**config.mk**
```make
export PLATFORM = sky130hd
export DESIGN_NAME = hit_target_debounce_controller_flat
export DESIGN_NICKNAME = d
export VERILOG_FILES = /design/src/design/htd_pkg.sv /design/src/design/htd_if.sv /design/src/design/htd_debounce.sv /design/src/design/htd_target_ctrl.sv /design/src/design/hit_target_debounce_controller.sv /design/src/flat_wrapper.sv
export SDC_FILE = /design/constraint.sdc
export NUM_CORES = 1
export LEC_CHECK = 0
export BUFFER_PORTS_ARGS = -buffer_cell sky130_fd_sc_hd__buf_2
export CAP_MARGIN = 20
export CORE_MARGIN = 2
export CORE_UTILIZATION = 55
export CTS_CLUSTER_SIZE = 16
export DETAILED_ROUTE_END_ITERATION = 7
export GPL_ROUTABILITY_DRIVEN = 0
export GPL_TIMING_DRIVEN = 1
export PLACE_DENSITY = 0.75
export SLEW_MARGIN = 20
export SYNTH_ARGS = -nofsm -noshare
export SYNTH_HDL_FRONTEND = slang
export SYNTH_SLANG_ARGS = --single-unit
export TNS_END_PERCENT = 30
```
**constraint.sdc**
```tcl
create_clock -name i_clk -period 12.6 [get_ports i_clk]
set_clock_uncertainty 0.2 [all_clocks]
set_input_delay 1.26 -clock i_clk [delete_from_list [all_inputs] [get_ports i_clk]]
set_output_delay 1.26 -clock i_clk [all_outputs]
set_load 0.01 [all_outputs]
```
**src/design/htd_pkg.sv**
```systemverilog
// Package for the hit-target debounce controller.
// Holds field widths, command and LED codes, register indexes and the item structs.
// No dependencies; every other design file refers to it by scoped names.
package htd_pkg;

    localparam int RAW_W   = 9;
    localparam int KEY_W   = 4;
    localparam int PHASE_W = 4;
    localparam int DB_W    = 8;
    localparam int FLOW_W  = 16;
    localparam int LED_W   = 3;
    localparam int ACT_W   = 2;
    localparam int CIDX_W  = 1;
    localparam int CDATA_W = 16;

    // Widened button vector: bits above RAW_W read as zero (pressed).
    localparam int EXT_W   = 16;

    localparam logic [FLOW_W-1:0] FLOW_MAX = {FLOW_W{1'b1}};

    typedef enum logic [ACT_W-1:0] {
        ACT_NONE      = 2'd0,
        ACT_ON        = 2'd1,
        ACT_ALL_OFF   = 2'd2,
        ACT_LOCAL_OFF = 2'd3
    } t_action;

    typedef enum logic [LED_W-1:0] {
        LED_NONE   = 3'd0,
        LED_ACTIVE = 3'd1,
        LED_IDLE   = 3'd2,
        LED_OFF    = 3'd3,
        LED_HIT    = 3'd4
    } t_led;

    typedef enum logic [CIDX_W-1:0] {
        CFG_DEBOUNCE_TICKS = 1'd0,
        CFG_FLOW_PERIOD    = 1'd1
    } t_cfg_idx;

    typedef struct packed {
        logic [RAW_W-1:0] raw_buttons;
        logic             link_active;
        logic [ACT_W-1:0] action;
        logic             command_mode;
    } t_item;

    typedef struct packed {
        logic [LED_W-1:0]   led_command;
        logic [PHASE_W-1:0] led_phase;
        logic [KEY_W-1:0]   led_key;
        logic               hit_event;
        logic               hit_latched;
        logic               current_mode;
        logic [KEY_W-1:0]   debounced_key;
    } t_result;

endpackage

```
**src/design/htd_if.sv**
```systemverilog
// Handshake interfaces for the tick input, result output and configuration channels.
// Depends on htd_pkg for field widths.
interface htd_item_if;
    logic                            valid;
    logic                            ready;
    logic [htd_pkg::RAW_W-1:0]       raw_buttons;
    logic                            link_active;
    logic [htd_pkg::ACT_W-1:0]       action;
    logic                            command_mode;

    modport source (output valid, raw_buttons, link_active, action, command_mode,
                    input ready);
    modport sink   (input valid, raw_buttons, link_active, action, command_mode,
                    output ready);
endinterface

interface htd_result_if;
    logic                            valid;
    logic                            ready;
    logic [htd_pkg::LED_W-1:0]       led_command;
    logic [htd_pkg::PHASE_W-1:0]     led_phase;
    logic [htd_pkg::KEY_W-1:0]       led_key;
    logic                            hit_event;
    logic                            hit_latched;
    logic                            current_mode;
    logic [htd_pkg::KEY_W-1:0]       debounced_key;

    modport source (output valid, led_command, led_phase, led_key, hit_event,
                    hit_latched, current_mode, debounced_key, input ready);
    modport sink   (input valid, led_command, led_phase, led_key, hit_event,
                    hit_latched, current_mode, debounced_key, output ready);
endinterface

interface htd_cfg_if;
    logic                            valid;
    logic                            ready;
    logic [htd_pkg::CIDX_W-1:0]      index;
    logic [htd_pkg::CDATA_W-1:0]     data;

    modport source (output valid, index, data, input ready);
    modport sink   (input valid, index, data, output ready);
endinterface

```
**src/design/htd_debounce.sv**
```systemverilog
// Key priority encoder and debounce filter.
// Holds candidate key, stable count and stable key; depends on htd_pkg.
module htd_debounce #(
    parameter int NUM_BUTTONS = 9
) (
    input  logic                        i_clk,
    input  logic                        i_rst_n,
    input  logic                        i_advance,
    input  logic [htd_pkg::RAW_W-1:0]   i_raw_buttons,
    input  logic [htd_pkg::DB_W-1:0]    i_debounce_ticks,
    output logic [htd_pkg::KEY_W-1:0]   o_stable_key_next
);

    logic [htd_pkg::KEY_W-1:0]  r_candidate_key, n_candidate_key;
    logic [htd_pkg::DB_W-1:0]   r_stable_count, n_stable_count;
    logic [htd_pkg::KEY_W-1:0]  r_stable_key, n_stable_key;
    logic [htd_pkg::EXT_W-1:0]  w_ext;
    logic [htd_pkg::KEY_W-1:0]  w_raw_key;

    assign w_ext = {{(htd_pkg::EXT_W - htd_pkg::RAW_W){1'b0}}, i_raw_buttons};

    // Scan from the top so the lowest pressed button wins.
    always_comb begin
        w_raw_key = '0;
        for (int i = NUM_BUTTONS - 1; i >= 0; i--) begin
            if (!w_ext[i]) begin
                w_raw_key = htd_pkg::KEY_W'(i + 1);
            end
        end
    end

    always_comb begin
        n_candidate_key = r_candidate_key;
        n_stable_count  = r_stable_count;
        n_stable_key    = r_stable_key;
        if (w_raw_key != r_candidate_key) begin
            n_candidate_key = w_raw_key;
            n_stable_count  = '0;
        end else begin
            if (r_stable_count < i_debounce_ticks) begin
                n_stable_count = r_stable_count + 1'b1;
            end
            if (n_stable_count >= i_debounce_ticks) begin
                n_stable_key = r_candidate_key;
            end
        end
    end

    assign o_stable_key_next = n_stable_key;

    always_ff @(posedge i_clk) begin
        if (!i_rst_n) begin
            r_candidate_key <= '0;
            r_stable_count  <= '0;
            r_stable_key    <= '0;
        end else if (i_advance) begin
            r_candidate_key <= n_candidate_key;
            r_stable_count  <= n_stable_count;
            r_stable_key    <= n_stable_key;
        end
    end

endmodule

```
**src/design/htd_target_ctrl.sv**
```systemverilog
// Target control: commands, hit detection, flow timer and LED phase.
// Holds press lock, hit latch, mode, phase and flow timer; depends on htd_pkg.
module htd_target_ctrl #(
    parameter int PHASE_COUNT = 10
) (
    input  logic                        i_clk,
    input  logic                        i_rst_n,
    input  logic                        i_advance,
    input  htd_pkg::t_item              i_item,
    input  logic [htd_pkg::KEY_W-1:0]   i_stable_key,
    input  logic [htd_pkg::FLOW_W-1:0]  i_flow_period,
    output htd_pkg::t_result            o_result
);

    localparam logic [htd_pkg::PHASE_W-1:0] PHASE_LAST = htd_pkg::PHASE_W'(PHASE_COUNT - 1);

    logic                         r_press_lock, n_press_lock;
    logic                         r_hit_held, n_hit_held;
    logic                         r_mode, n_mode;
    logic [htd_pkg::PHASE_W-1:0]  r_phase, n_phase;
    logic [htd_pkg::FLOW_W-1:0]   r_flow_elapsed, n_flow_elapsed;
    htd_pkg::t_led                w_led;
    logic                         w_hit_event;

    always_comb begin
        n_press_lock   = r_press_lock;
        n_hit_held     = r_hit_held;
        n_mode         = r_mode;
        n_phase        = r_phase;
        n_flow_elapsed = (r_flow_elapsed != htd_pkg::FLOW_MAX) ? r_flow_elapsed + 1'b1
                                                               : r_flow_elapsed;
        w_led          = htd_pkg::LED_NONE;
        w_hit_event    = 1'b0;

        case (htd_pkg::t_action'(i_item.action))
            htd_pkg::ACT_ON: begin
                n_mode         = i_item.command_mode;
                n_hit_held     = 1'b0;
                n_phase        = '0;
                n_flow_elapsed = '0;
                w_led          = htd_pkg::LED_ACTIVE;
            end
            htd_pkg::ACT_ALL_OFF: begin
                n_hit_held = 1'b0;
                w_led      = htd_pkg::LED_IDLE;
            end
            htd_pkg::ACT_LOCAL_OFF: begin
                // Small-mode hit stays latched with no order shown.
                if (r_hit_held && r_mode) begin
                    n_hit_held = 1'b0;
                    w_led      = htd_pkg::LED_OFF;
                end else if (!r_hit_held) begin
                    w_led = htd_pkg::LED_IDLE;
                end
            end
            default: begin
            end
        endcase

        if (i_stable_key == '0) begin
            n_press_lock = 1'b0;
        end

        if (i_item.link_active && !n_hit_held && !n_press_lock && i_stable_key != '0) begin
            n_press_lock = 1'b1;
            n_hit_held   = 1'b1;
            w_hit_event  = 1'b1;
            w_led        = n_mode ? htd_pkg::LED_OFF : htd_pkg::LED_HIT;
        end

        if (i_item.link_active && !n_hit_held && n_flow_elapsed >= i_flow_period) begin
            n_flow_elapsed = '0;
            n_phase        = (n_phase == '0) ? PHASE_LAST : n_phase - 1'b1;
            w_led          = htd_pkg::LED_ACTIVE;
        end
    end

    always_comb begin
        o_result.led_command   = w_led;
        o_result.led_phase     = n_phase;
        o_result.led_key       = (w_led == htd_pkg::LED_HIT) ? i_stable_key : '0;
        o_result.hit_event     = w_hit_event;
        o_result.hit_latched   = n_hit_held;
        o_result.current_mode  = n_mode;
        o_result.debounced_key = i_stable_key;
    end

    always_ff @(posedge i_clk) begin
        if (!i_rst_n) begin
            r_press_lock   <= 1'b0;
            r_hit_held     <= 1'b0;
            r_mode         <= 1'b0;
            r_phase        <= '0;
            r_flow_elapsed <= '0;
        end else if (i_advance) begin
            r_press_lock   <= n_press_lock;
            r_hit_held     <= n_hit_held;
            r_mode         <= n_mode;
            r_phase        <= n_phase;
            r_flow_elapsed <= n_flow_elapsed;
        end
    end

endmodule

```
**src/design/hit_target_debounce_controller.sv**
```systemverilog
// Top level of the hit-target debounce controller.
// Depends on htd_pkg, htd_if.sv, htd_debounce and htd_target_ctrl.
//
// Usage:
//   i_item   - one transfer per 1 ms tick: nine active-low buttons, link flag,
//              command (none, on, all off, local off) and the mode of the on command.
//   o_result - one transfer per tick: LED order, phase, hit key, hit event,
//              hit-latched flag, current mode and debounced key.
//   i_cfg    - register writes: index 0 debounce ticks (data[7:0]), index 1 flow
//              period in ticks (data[15:0]). Always ready; write only while idle.
// Pipeline: a tick transfer is captured in the input register, then loaded into
//   the result register fed by one pass of the key and target logic, where the
//   result is held until o_result takes it.
// Throughput: one tick per cycle while o_result is taken; the target state
//   updates in one pass of the logic, so back-to-back ticks keep the pipeline full.
// Reset (synchronous, active low): all target and debounce state cleared, small
//   mode, debounce ticks 20, flow period 100, both stages empty.
// Stall: while o_result is held, the input stage fills and then drops ready;
//   no tick is lost and the pending result holds steady.
module hit_target_debounce_controller #(
    parameter int NUM_BUTTONS = 9,
    parameter int PHASE_COUNT = 10
) (
    input  logic            i_clk,
    input  logic            i_rst_n,
    htd_item_if.sink        i_item,
    htd_result_if.source    o_result,
    htd_cfg_if.sink         i_cfg
);

    logic [htd_pkg::DB_W-1:0]    r_debounce_ticks;
    logic [htd_pkg::FLOW_W-1:0]  r_flow_period;

    logic                        r_s1_valid;
    htd_pkg::t_item              r_s1_item;
    logic                        r_out_valid;
    htd_pkg::t_result            r_out;

    logic                        w_advance;
    logic [htd_pkg::KEY_W-1:0]   w_stable_key;
    htd_pkg::t_result            w_result;

    // Advance the held tick when the result register is free or being drained.
    assign w_advance    = r_s1_valid && (!r_out_valid || o_result.ready);
    assign i_item.ready = !r_s1_valid || w_advance;
    assign i_cfg.ready  = 1'b1;

    // Configuration registers.
    always_ff @(posedge i_clk) begin
        if (!i_rst_n) begin
            r_debounce_ticks <= htd_pkg::DB_W'(20);
            r_flow_period    <= htd_pkg::FLOW_W'(100);
        end else if (i_cfg.valid) begin
            case (htd_pkg::t_cfg_idx'(i_cfg.index))
                htd_pkg::CFG_DEBOUNCE_TICKS: r_debounce_ticks <= i_cfg.data[htd_pkg::DB_W-1:0];
                htd_pkg::CFG_FLOW_PERIOD:    r_flow_period    <= i_cfg.data;
                default: begin
                end
            endcase
        end
    end

    // Input register: capture a tick on transfer, drop valid once it advances.
    always_ff @(posedge i_clk) begin
        if (!i_rst_n) begin
            r_s1_valid <= 1'b0;
        end else if (i_item.valid && i_item.ready) begin
            r_s1_valid <= 1'b1;
        end else if (w_advance) begin
            r_s1_valid <= 1'b0;
        end
    end

    always_ff @(posedge i_clk) begin
        if (i_item.valid && i_item.ready) begin
            r_s1_item.raw_buttons  <= i_item.raw_buttons;
            r_s1_item.link_active  <= i_item.link_active;
            r_s1_item.action       <= i_item.action;
            r_s1_item.command_mode <= i_item.command_mode;
        end
    end

    htd_debounce #(
        .NUM_BUTTONS (NUM_BUTTONS)
    ) u_debounce (
        .i_clk             (i_clk),
        .i_rst_n           (i_rst_n),
        .i_advance         (w_advance),
        .i_raw_buttons     (r_s1_item.raw_buttons),
        .i_debounce_ticks  (r_debounce_ticks),
        .o_stable_key_next (w_stable_key)
    );

    htd_target_ctrl #(
        .PHASE_COUNT (PHASE_COUNT)
    ) u_target_ctrl (
        .i_clk         (i_clk),
        .i_rst_n       (i_rst_n),
        .i_advance     (w_advance),
        .i_item        (r_s1_item),
        .i_stable_key  (w_stable_key),
        .i_flow_period (r_flow_period),
        .o_result      (w_result)
    );

    // Result register: load on advance, clear valid when taken with nothing new.
    always_ff @(posedge i_clk) begin
        if (!i_rst_n) begin
            r_out_valid <= 1'b0;
        end else if (w_advance) begin
            r_out_valid <= 1'b1;
        end else if (o_result.ready) begin
            r_out_valid <= 1'b0;
        end
    end

    always_ff @(posedge i_clk) begin
        if (w_advance) begin
            r_out <= w_result;
        end
    end

    assign o_result.valid         = r_out_valid;
    assign o_result.led_command   = r_out.led_command;
    assign o_result.led_phase     = r_out.led_phase;
    assign o_result.led_key       = r_out.led_key;
    assign o_result.hit_event     = r_out.hit_event;
    assign o_result.hit_latched   = r_out.hit_latched;
    assign o_result.current_mode  = r_out.current_mode;
    assign o_result.debounced_key = r_out.debounced_key;

    // A reported hit always leaves the target latched.
    a_hit_latches: assert property (@(posedge i_clk) disable iff (!i_rst_n)
        (r_out_valid && r_out.hit_event) |-> r_out.hit_latched)
        else $error("hit event without hit latched");

    // The hit key is shown only with the hit order and matches the debounced key.
    a_key_with_hit: assert property (@(posedge i_clk) disable iff (!i_rst_n)
        (r_out_valid && r_out.led_key != '0) |->
            (r_out.led_command == htd_pkg::LED_HIT && r_out.led_key == r_out.debounced_key))
        else $error("led key outside hit order");

    // Phase stays within the rotation.
    a_phase_range: assert property (@(posedge i_clk) disable iff (!i_rst_n)
        r_out_valid |-> ({1'b0, r_out.led_phase} < (htd_pkg::PHASE_W + 1)'(PHASE_COUNT)))
        else $error("phase out of range");

    // A tick waiting in the input register moves on as soon as the output frees up.
    a_no_bubble: assert property (@(posedge i_clk) disable iff (!i_rst_n)
        (r_s1_valid && !r_out_valid) |=> r_out_valid)
        else $error("held tick failed to advance");

endmodule
```
**src/flat_wrapper.sv**
```systemverilog
// flat-port wrapper written by rule: the top's interface ports become plain ports
module hit_target_debounce_controller_flat 
#(
    parameter int NUM_BUTTONS = 9,
    parameter int PHASE_COUNT = 10
)
  (i_clk, i_rst_n, i_item_valid, i_item_raw_buttons, i_item_link_active, i_item_action, i_item_command_mode, i_item_ready, o_result_valid, o_result_led_command, o_result_led_phase, o_result_led_key, o_result_hit_event, o_result_hit_latched, o_result_current_mode, o_result_debounced_key, o_result_ready, i_cfg_valid, i_cfg_index, i_cfg_data, i_cfg_ready);
  htd_item_if i_item_i ();
  htd_result_if o_result_i ();
  htd_cfg_if i_cfg_i ();
  input  logic i_clk;
  input  logic i_rst_n;
  input wire logic [$bits(i_item_i.valid)-1:0] i_item_valid;
  input wire logic [$bits(i_item_i.raw_buttons)-1:0] i_item_raw_buttons;
  input wire logic [$bits(i_item_i.link_active)-1:0] i_item_link_active;
  input wire logic [$bits(i_item_i.action)-1:0] i_item_action;
  input wire logic [$bits(i_item_i.command_mode)-1:0] i_item_command_mode;
  output wire logic [$bits(i_item_i.ready)-1:0] i_item_ready;
  output wire logic [$bits(o_result_i.valid)-1:0] o_result_valid;
  output wire logic [$bits(o_result_i.led_command)-1:0] o_result_led_command;
  output wire logic [$bits(o_result_i.led_phase)-1:0] o_result_led_phase;
  output wire logic [$bits(o_result_i.led_key)-1:0] o_result_led_key;
  output wire logic [$bits(o_result_i.hit_event)-1:0] o_result_hit_event;
  output wire logic [$bits(o_result_i.hit_latched)-1:0] o_result_hit_latched;
  output wire logic [$bits(o_result_i.current_mode)-1:0] o_result_current_mode;
  output wire logic [$bits(o_result_i.debounced_key)-1:0] o_result_debounced_key;
  input wire logic [$bits(o_result_i.ready)-1:0] o_result_ready;
  input wire logic [$bits(i_cfg_i.valid)-1:0] i_cfg_valid;
  input wire logic [$bits(i_cfg_i.index)-1:0] i_cfg_index;
  input wire logic [$bits(i_cfg_i.data)-1:0] i_cfg_data;
  output wire logic [$bits(i_cfg_i.ready)-1:0] i_cfg_ready;
  assign i_item_i.valid = i_item_valid;
  assign i_item_i.raw_buttons = i_item_raw_buttons;
  assign i_item_i.link_active = i_item_link_active;
  assign i_item_i.action = i_item_action;
  assign i_item_i.command_mode = i_item_command_mode;
  assign i_item_ready = i_item_i.ready;
  assign o_result_valid = o_result_i.valid;
  assign o_result_led_command = o_result_i.led_command;
  assign o_result_led_phase = o_result_i.led_phase;
  assign o_result_led_key = o_result_i.led_key;
  assign o_result_hit_event = o_result_i.hit_event;
  assign o_result_hit_latched = o_result_i.hit_latched;
  assign o_result_current_mode = o_result_i.current_mode;
  assign o_result_debounced_key = o_result_i.debounced_key;
  assign o_result_i.ready = o_result_ready;
  assign i_cfg_i.valid = i_cfg_valid;
  assign i_cfg_i.index = i_cfg_index;
  assign i_cfg_i.data = i_cfg_data;
  assign i_cfg_ready = i_cfg_i.ready;
  hit_target_debounce_controller #(.NUM_BUTTONS(NUM_BUTTONS), .PHASE_COUNT(PHASE_COUNT)) u_core (.i_clk(i_clk), .i_rst_n(i_rst_n), .i_item(i_item_i), .o_result(o_result_i), .i_cfg(i_cfg_i));
endmodule
```
Yosys cells after proc, flatten, opt, wreduce, memory -nomap -nowiden
Index checks and enable logic that the tools add are counted.
Storage, ports and cells
  register bits after elaboration: 96
  input port bits: 35
  output and inout bits: 21
  logic and storage cells: 97
Operators by class
  add/sub/neg operators: 3
  $lt $le $gt $ge: 3
  equal/unequal tests: 6
  multiplexer cells: 37
  bitwise gates (word level): 1
  reductions and logical operators: 24
Operators with widths (number)
  $mux W4: 14
  $mux W16: 3
  $mux W8: 3
  $add A16 B1 Y16 const B: 1
  $ge A16 B16 Y1: 1
  $ne A16 B16 Y1 const B: 1
  $mux W1: 10
  $mux W3: 3
  $add A8 B1 Y8 const B: 1
  $ge A8 B8 Y1: 1
  $logic_and A1 B1 Y1: 8
  $logic_not A4 Y1: 2
  $lt A8 B8 Y1: 1
  $pmux W2 S3: 1
  $reduce_and A2 Y1: 3
  $logic_not A1 Y1: 5
  $eq A2 B2 Y1 const B: 2
  $mux W2: 2
  $ne A4 B4 Y1: 1
  $reduce_bool A2 Y1: 2
  $reduce_bool A4 Y1: 1
  $sub A4 B1 Y4 const B: 1
  $eq A3 B3 Y1 const B: 1
  $eq A2 B1 Y1 const B: 1
  4 further kinds: 5

Longest topological paths before layout
Gate-level depths: netlist of the first run.
  depth in word-level cells: 25
  gate-level depth with buffers: 20
  mapped depth without buffers: 18

By module
From an unflattened synthesis of the first run, not the netlist that was laid out.
Second synthesis, totals
  cells, all modules: 620
  area total of the unflattened synthesis: 5803.1 um^2
By module, submodules not included
  htd_target_ctrl: times used 1, cells each 290, area an instance 2232.1 um^2, seq. area each 460.4 um^2
  hit_target_debounce_controller: times used 1, cells each 146, area an instance 2023.2 um^2, seq. area each 1451.4 um^2
  htd_debounce: times used 1, cells each 184, area an instance 1547.7 um^2, seq. area each 320.3 um^2

Least setup slack after synthesis of the first run
No wires, ideal clock.
  kind: reg2reg
  start: register u_core.u_debounce.r_stable_count[1] in the netlist's numbering
  end: register u_core.r_out, in the netlist u_core.o_result.led_phase[1], data pin
  setup time: 0.147 ns
  data arrival time: 3.916 ns
  data required time: 12.253 ns
  path slack: 8.337 ns
  cell stages (with the launch flop): 17
  cell sequence: dfxtp_1 ha_1 a21o_1 a21oi_1 o21ai_1 o41ai_4 nand4_1 xnor2_1 ha_1 nand4_1 o31ai_4 and3_1 a311oi_1 a21o_1 buf_6 or4_1 a21oi_1
On the way
  word-level cells in the longest chain between the ends: 16
  elaborated cells between the ends (all ways): 18
RTL lines
  start: declaration: line htd_debounce.sv:15  | logic [htd_pkg::DB_W-1:0] r_stable_count, n_stable_count;
  start signal: assignment: line htd_debounce.sv:58  | r_stable_count <= n_stable_count;
  $add A8 B1 Y8 / $lt A8 B8 Y1 (equally long branches): line htd_debounce.sv:41, htd_debounce.sv:40
  $mux W8 (*): line htd_debounce.sv:40  | if (r_stable_count < i_debounce_ticks) begin
  $mux W8 (*): line htd_debounce.sv:36  | if (w_raw_key != r_candidate_key) begin
  $ge A8 B8 Y1 (*): line htd_debounce.sv:43  | if (n_stable_count >= i_debounce_ticks) begin
  $mux W4 (*): line htd_debounce.sv:43
  $mux W4 (*): line htd_debounce.sv:36
  $logic_not A4 Y1: line htd_target_ctrl.sv:60  | if (i_stable_key == '0) begin
  $mux W1: line htd_target_ctrl.sv:60
  $logic_not A1 Y1: line htd_target_ctrl.sv:64  | if (i_item.link_active && !n_hit_held && !n_press_lock && i_stable_key != '0) begin
  $logic_and A1 B1 Y1: line htd_target_ctrl.sv:64
  $logic_and A1 B1 Y1 (*): line htd_target_ctrl.sv:64
  $mux W1 (*): line htd_target_ctrl.sv:64
  $logic_not A1 Y1 (*): line htd_target_ctrl.sv:71  | if (i_item.link_active && !n_hit_held && n_flow_elapsed >= i_flow_period) begin
  $logic_and A1 B1 Y1 (*) (2 in a row): line htd_target_ctrl.sv:71
  $mux W4 (*): line htd_target_ctrl.sv:71
  net u_core.u_target_ctrl.n_phase (one bit): line htd_target_ctrl.sv:20  | logic [htd_pkg::PHASE_W-1:0] r_phase, n_phase;
  end signal: assignment: line hit_target_debounce_controller.sv:119  | r_out <= w_result;
  end: declaration: line hit_target_debounce_controller.sv:37  | htd_pkg::t_result r_out;
The timed path passes the listed nets; every way through them passes the cells marked *. The select of a mux whose other input is x is not followed.
A chain may end at the register's enable or synchronous reset.

Worst setup path in the final report of the first run
  start: register u_core.u_debounce.r_stable_count[4] in the netlist's numbering
  end: register u_core.r_out, in the netlist u_core.o_result.led_phase[3], data pin
Same word-level chain as after synthesis.

==> key figures, run 1 <==
Logic synthesis
  • Multiplexer share of the synthesized area: 0.01172
  • Synth Cell Area: 5233 um^2
  • Largest family of logic cells by synthesized area: simple AND/OR/NAND/NOR gates
  • Post-synth cell types: 64
  • Top-count cell post-synth: nand2_1
  • Commonest cells in the netlist: nand2_1 (105), dfxtp_1 (65), a21oi_1 (58)
  • Ys Warns: 0
  • Flops & latches, synth: 96
  • Top cells by area, synth: dfxtp_1 (25%), edfxtp_1 (18%), ha_1 (7.9%), nand2_1 (7.5%), a21oi_1 (5.5%)
  • Largest area contributor in the netlist: dfxtp_1
  • Xor/xnor cell area share of the yosys netlist: 0.03348
  • Synth async-reset ratio: 0
  • Syn Nets: 675
  • Post-synth EDFFs: 31
  • Simple-gate share of the synthesized area: 0.2257
  • Top-area cell type share of the netlist area: 0.2487
  • Adder-cell share of the synthesized area: 0.07891
  • Sequential share of the synthesized area: 0.4266
  • Compound-cell area share of the yosys netlist: 0.1731
  • Average size of a mapped cell: 8.620 um^2
  • Leading register cell type out of synthesis: dfxtp_1
  • Mapped Cells: 607

Pwr
  • P_int: 470.4 uW
  • PD cells: 107.2 nW/um^2
  • Leakage: 0.002218 uW
  • Max VDD drop: 0.07960 mV
  • Clock group share of total power: 0.355
  • NetSw: 149.8 uW
  • Switching part of the total: 0.2415
  • Gate power share: 0.100
  • Power share of the sequential group: 0.545

Clocking
  • Clock Tree Root: clkbuf_8
  • Clk_lat worst skew: 0.36 ns
  • Clock Tree Buf Depth: 2
  • Post-CTS Hold Buffers: 0
  • Clk sinks: 96
  • H-tree depth: 3
  • TritonCTS clock tree: yes
  • Reg clk slew, reported paths: 0.09 ns
  • CTS resizes: 0
  • Post-CTS Setup Inserts: 0
  • CTS Buf Count: 9

Floorplanning
  • Die height: 101.5 um
  • Initial Util: 0.5663
  • # rows: 35
  • Core footprint: 9240 um^2
  • Die ar.: 10310 um^2
  • Chip width: 101.5 um
  • Io pins: 56

Global route
  • Vias in the first global route: 4162
  • Grt total ovfl: 0
  • Largest net degree at the start of global routing: 41
  • First-pass GRT wire length: 18570 um
  • GRT Total Usage: 0.2274
  • Initial antenna violation count: 0

Job
  • Max Cap Violations: 0

Setup path
  • Critical Path Fanout Max: 29
  • R2r setup slk: 7.21 ns
  • Req. time, crit path: 12.52 ns
  • Critical Path Start Type: register
  • Worst setup path category: reg2reg
  • Critical Path AT: 5.31 ns
  • Crit. End Element: register

Run status
  • Status: completed

Placed design
  • Placed instance area: 5562 um^2
  • IO Port Bufs: 54
  • DP HPWL: 8230 um

Route
  • Met1 wire length: 4940 um
  • DRC Markers: 0
  • Met2 wire len: 5635 um
  • Top layer in use: met4
  • DRT Pass-1 Iters: 5
  • 1st-iter DRT viols: 234
  • Routed Antenna Nets: 0
  • Mean routed wirelength per cell: 14.61 um
  • Routed WL: 11410 um
  • Vias per cell: 5.711
  • Metal3 WL: 554 um
  • Vias post-DR: 4460

Timing
  • Final Slew Violations: 0
  • RSZ-0062 raised after global routing: false
  • Final setup viols: 0
  • Setup TNS: 0 ns
  • Final period utilization: 0.4275
  • Worst slew pin tran: 0.8998 ns
  • Final Hold Violating Endpoints: 0
  • Minimum clock period: 5.387 ns
  • Slew margin rel.: 0.4001
  • Achievable Freq: 0.1856 GHz

Final layout
  • FILL cells: 809
  • Sequential standard cell area: 2232 um^2
  • Multi-input gate area: 2740 um^2
  • Share of layout cells above drive strength 1: 0.1319
  • Final nets: 715
  • Area Overhead vs Synth: 10.52%
  • Final instance area: 5783 um^2
  • N_diodes: 0

Hold path
  • Hold crit path type: reg2reg
-- cells in the final DEF, fill, tap and decap left out, types with 3 or more instances in the layout --
master | synthesis | routed
a21o_1 | 5 | 5
xnor2_1 | 12 | 12
xor2_1 | 8 | 8
nand2_1 | 105 | 105
o211ai_1 | 10 | 10
clkbuf_8 | 0 | 10
a21oi_1 | 58 | 58
nor3_1 | 7 | 7
ha_1 | 33 | 33
buf_4 | 4 | 4
nand2b_1 | 6 | 6
edfxtp_1 | 31 | 31
nor2_1 | 41 | 41
and2_1 | 10 | 10
dfxtp_1 | 65 | 65
mux2i_1 | 5 | 5
inv_1 | 33 | 33
o21ai_0 | 24 | 24
buf_2 | 1 | 54
or3_1 | 7 | 7
or4_1 | 4 | 4
nand4_1 | 13 | 13
a211oi_1 | 6 | 6
nand3_1 | 31 | 31
and3_1 | 8 | 8
a31oi_1 | 10 | 10
nand3b_1 | 3 | 3
-- critical path: stages (launching register included) --
cell and delay [ns]:
dfxtp_1 0.36, ha_1 0.32, and2_1 0.16, o21ai_0 0.19, o21ai_1 0.16, o41ai_4 0.57
nand4_1 0.28, xnor2_1 0.19, ha_1 0.30, a41o_1 0.24, a21oi_1 0.24, o31ai_4 0.18
and3_1 0.22, a311oi_1 0.41, a21o_1 0.78, a21oi_1 0.09, a31o_2 0.25
-- power groups by stage --
stage | logic [uW] | registers [uW] | clock network, uW
6_report | 61.7 | 338 | 220
5_1_grt | 69.5 | 340 | 236
4_1_cts | 62.0 | 338 | 226
3_5_place_dp | 61.7 | 345 | 0
3_3_place_gp | 59.7 | 345 | 0
2_1_floorplan | 41.3 | 345 | 0
-- sequential cells by signal (all words and copies together), names as in the netlist, 8 cells and up --
signal                               flops
u_core.r_debounce_ticks                  8
u_core.r_flow_period                    16
u_core.r_s1_item                        13
u_core.u_debounce.r_stable_count         8
u_core.u_target_ctrl.r_flow_elapsed     16
-- layout make-up --
cell class / instances / share of cell area
Timing Repair Buffer: 58 / 0.05193
Inverter: 34 / 0.02207
Tap cell: 129 / 0.02791
Clock inverter: 5 / 0.01385
Multi-Input combinational cell: 448 / 0.4738
Clock buffer: 11 / 0.02445
Sequential cell: 96 / 0.3860
-- kinds of logic (layout without fill, tap and decap cells) --
logic type               after synthesis  after routing
AO/OA/AOI/OAI                        139            139
XOR/XNOR                              20             20
adder cells (fa/ha/maj)               33             33
buffers and inverters                 63            108
flip-flops                            96             96
multiplexers                           6              6
other                                  1              1
AND/OR/NAND/NOR                      249            249
-- metal layers --
metal / GRT usage / up-vias
li1: - / 2238
met1: 0.2742 / 2082
met2: 0.3907 / 116
met3: 0.04624 / 24
met4: 0.1029 / 0
met5: 0 / -
-- metrics by stage --
stage          setup slack (ns)  hold slack [ns]  utilization  std cells  power (uW)
2_1_floorplan             8.337           0.2363            -        607       386.5
3_3_place_gp              7.514           0.2439       0.6019        765       404.7
3_5_place_dp              7.358           0.2474       0.6019        765       407.2
4_1_cts                   7.322           0.2589       0.6259        781       626.4
5_1_grt                   6.774           0.2754       0.6259        781       645.6
6_report                  7.213           0.2578       0.6259        781       620.2
-- worst paths after layout --
kind / start / to / cells past startpoint
worst max-delay path: u_core.u_debounce.r_stable_count[4]$_SDFFE_PN0P_ / u_core.o_result.led_phase[3]$_DFFE_PP_ / 16
worst min-delay path: u_core.r_flow_period[7]$_SDFFE_PN0P_ / u_core.r_flow_period[7]$_SDFFE_PN0P_ / 2
worst max register to register: u_core.u_debounce.r_stable_count[4]$_SDFFE_PN0P_ / u_core.o_result.led_phase[3]$_DFFE_PP_ / 16
worst min register to register: u_core.r_flow_period[7]$_SDFFE_PN0P_ / u_core.r_flow_period[7]$_SDFFE_PN0P_ / 2
(Power assumes the default switching activity.)
==> inputs of run 2 (changes only) <==
==> constraint.sdc (replaced) <==
create_clock -name i_clk -period 5.42 [get_ports i_clk]
set_clock_uncertainty 0.2 [all_clocks]
set_input_delay 0.542 -clock i_clk [delete_from_list [all_inputs] [get_ports i_clk]]
set_output_delay 0.542 -clock i_clk [all_outputs]
set_load 0.01 [all_outputs]
==> key figures, run 2 (synthesis results as in run 1) <==
Run status
  • Status: completed

Clocking
  • Post-CTS Hold Buffers: 0 (unchanged)
  • Reg clk slew, reported paths: 0.10 ns (about the same)
  • Clock Tree Root: clkbuf_8
  • Clk sinks: 96 (unchanged)
  • H-tree depth: 3 (unchanged)
  • CTS Buf Count: 9 (unchanged)
  • Clk_lat worst skew: 0.36 ns (about the same)
  • TritonCTS clock tree: yes
  • Clock Tree Buf Depth: 2 (unchanged)

Setup path
  • Req. time, crit path: 5.32 ns (-7.20 ns)
  • Crit. End Element: register
  • Critical Path Start Type: register
  • Critical Path Fanout Max: 10 (-66%)
  • Worst setup path category: reg2reg
  • R2r setup slk: 0.41 ns (-6.80 ns)
  • Critical Path AT: 4.91 ns (-0.40 ns)

Final layout
  • FILL cells: 813 (+0.49%)
  • Most frequent cells in the layout: nand2_1 (105), dfxtp_1 (65), a21oi_1 (58), buf_2 (54), nor2_1 (41)
  • Sequential standard cell area: 2232 um^2 (unchanged)
  • N_diodes: 0 (unchanged)
  • Final instance area: 5736 um^2 (-0.82%)
  • Registers with the most flip-flops: u_core.r_flow_period: 16 flops, u_core.u_target_ctrl.r_flow_elapsed: 16 flops, u_core.r_s1_item: 13 flops
  • Post-route insts no fill: 782 (+0.13%)
  • Multi-input gate area: 2741 um^2 (about the same)
  • Most common cell after layout, fill and taps aside: nand2_1
  • Area Overhead vs Synth: 9.613%
  • Share of layout cells above drive strength 1: 0.1332 (+0.001329)
  • Final nets: 716 (+0.14%)

Global route
  • First-pass GRT wire length: 19180 um (+3.3%)
  • Initial antenna violation count: 0 (unchanged)
  • GRT Total Usage: 0.2322 (+0.004805)
  • Largest net degree at the start of global routing: 41 (unchanged)
  • Vias in the first global route: 4128 (-0.82%)
  • Grt total ovfl: 0 (unchanged)

Timing
  • Worst slew pin tran: 0.7251 ns (-0.1747 ns)
  • Final Hold Violating Endpoints: 0 (unchanged)
  • Final Slew Violations: 0 (unchanged)
  • Final worst-path setup slack: 0.4112 ns (-6.802 ns)
  • Final setup viols: 0 (unchanged)
  • RSZ-0062 raised after global routing: false
  • Minimum clock period: 5.009 ns (-0.3782 ns)
  • Slew margin rel.: 0.5160 (+0.1159)
  • Achievable Freq: 0.1996 GHz (+7.6%)
  • Final period utilization: 0.9241 (+0.4966)
  • WHS: 0.1463 ns (-0.1115 ns)
  • Setup TNS: 0 ns (unchanged)

Route
  • Mean routed wirelength per cell: 14.58 um (-0.27%)
  • Routed Antenna Nets: 0 (unchanged)
  • Routed WL: 11400 um (-0.14%)
  • Vias post-DR: 4420 (-0.90%)
  • DRT Pass-1 Iters: 5 (unchanged)
  • Vias per cell: 5.652 (-1.0%)
  • DRC Markers: 0 (unchanged)
  • 1st-iter DRT viols: 216 (-7.7%)

Pwr
  • Leakage: 0.002202 uW (-0.71%)
  • PD cells: 235.1 nW/um^2 (+120%)
  • P_int: 989.6 uW (+110%)
  • Power share of the sequential group: 0.583 (+0.038)
  • Switching part of the total: 0.2662 (+0.02467)
  • NetSw: 359.0 uW (+140%)
  • Gate power share: 0.107 (+0.007)
  • Max VDD drop: 0.1810 mV (+130%)
  • Clock group share of total power: 0.310 (-0.045)

Placed design
  • Placed cell count: 766 (+0.13%)
  • IO Port Bufs: 54 (unchanged)
  • Setup slack at placement: 0.3187 ns (-7.039 ns)
  • Placed instance area: 5569 um^2 (+0.14%)
  • DP HPWL: 8224 um (about the same)

Floorplanning
  • Io pins: 56 (unchanged)
  • Core footprint: 9240 um^2 (unchanged)
  • Chip width: 101.5 um (unchanged)
  • # rows: 35 (unchanged)
  • Die ar.: 10310 um^2 (unchanged)
  • Initial Util: 0.5663 (unchanged)
  • Die height: 101.5 um (unchanged)

Hold path
  • Hold crit path type: in2reg

Job
  • Max Cap Violations: 0 (unchanged)
[run 2: cell count changes in the layout (fill, tap and decap cells not counted)]
cell        previous run  this run
bufinv_16              2         0
a21o_1                 5         4
a21o_2                 0         1
buf_4                  4         5
clkbuf_1               1         2
clkbuf_8              10         9
clkinv_4               0         1
clkinvlp_4             2         1
inv_2                  0         1
inv_6                  0         1
[run 2: power groups by stage]
| stage | sequential (uW) | combinational (uW) | clock, uW |
|---|---|---|---|
| 2_1_floorplan | 803 | 95.9 | 0 |
| 3_3_place_gp | 802 | 139 | 0 |
| 3_5_place_dp | 803 | 143 | 0 |
| 4_1_cts | 787 | 144 | 425 |
| 5_1_grt | 790 | 163 | 455 |
| 6_report | 787 | 144 | 418 |
[run 2: worst max-delay path, cell delays in order, from the launching register on]
cell and delay, ns:
dfxtp_1 0.46, ha_1 0.28, a21o_1 0.15, a21oi_1 0.14
o21ai_1 0.12, o41ai_4 0.54, nand4_1 0.26, xnor2_1 0.19
ha_1 0.31, a41o_1 0.25, a21oi_1 0.24, o31ai_4 0.18
and3_1 0.22, a311oi_1 0.42, nand2_1 0.28, nor2_1 0.42
a31oi_1 0.08
[run 2: stage by stage]
stage | power [uW] | util
3_3_place_gp | 941.0 | 0.6027
3_5_place_dp | 946.9 | 0.6027
5_1_grt | 1408 | 0.6207
6_report | 1349 | 0.6207
4_1_cts | 1355 | 0.6206
2_1_floorplan | 898.6 | -
[run 2: what timing repair did]
action / CTS / global route
gates resized for setup: 0 / 1
endpoints found under the setup margin: 0 / 12
buffers inserted: 0 / 0
[run 2: cell type report]
class / instances / area share
multi-input combinational: 448 / 0.4780
sequential: 96 / 0.3892
timing repair buffer: 59 / 0.05366
tap: 129 / 0.02814
clock buffer: 11 / 0.02291
inverter: 34 / 0.02225
clock inverter: 5 / 0.005890
[run 2: worst paths after layout]
kind	start	cells past startpoint	end
min reg2reg	u_core.r_flow_period[9]$_SDFFE_PN0P_	2	u_core.r_flow_period[9]$_SDFFE_PN0P_
min	i_item_link_active	1	u_core.r_s1_item[3]$_DFFE_PP_
max	u_core.u_debounce.r_stable_count[1]$_SDFFE_PN0P_	16	u_core.o_result.led_command[0]$_DFFE_PP_
max reg2reg	u_core.u_debounce.r_stable_count[1]$_SDFFE_PN0P_	16	u_core.o_result.led_command[0]$_DFFE_PP_
[run 2: routing by layer]
metal | GRT usage | up-vias | wire length [um]
li1 | - | 2231 | -
met1 | 0.3042 | 2069 | 5243
met2 | 0.3892 | 102 | 5550
met3 | 0.03589 | 18 | 419
met4 | 0.08420 | 0 | 184
met5 | 0 | - | 0
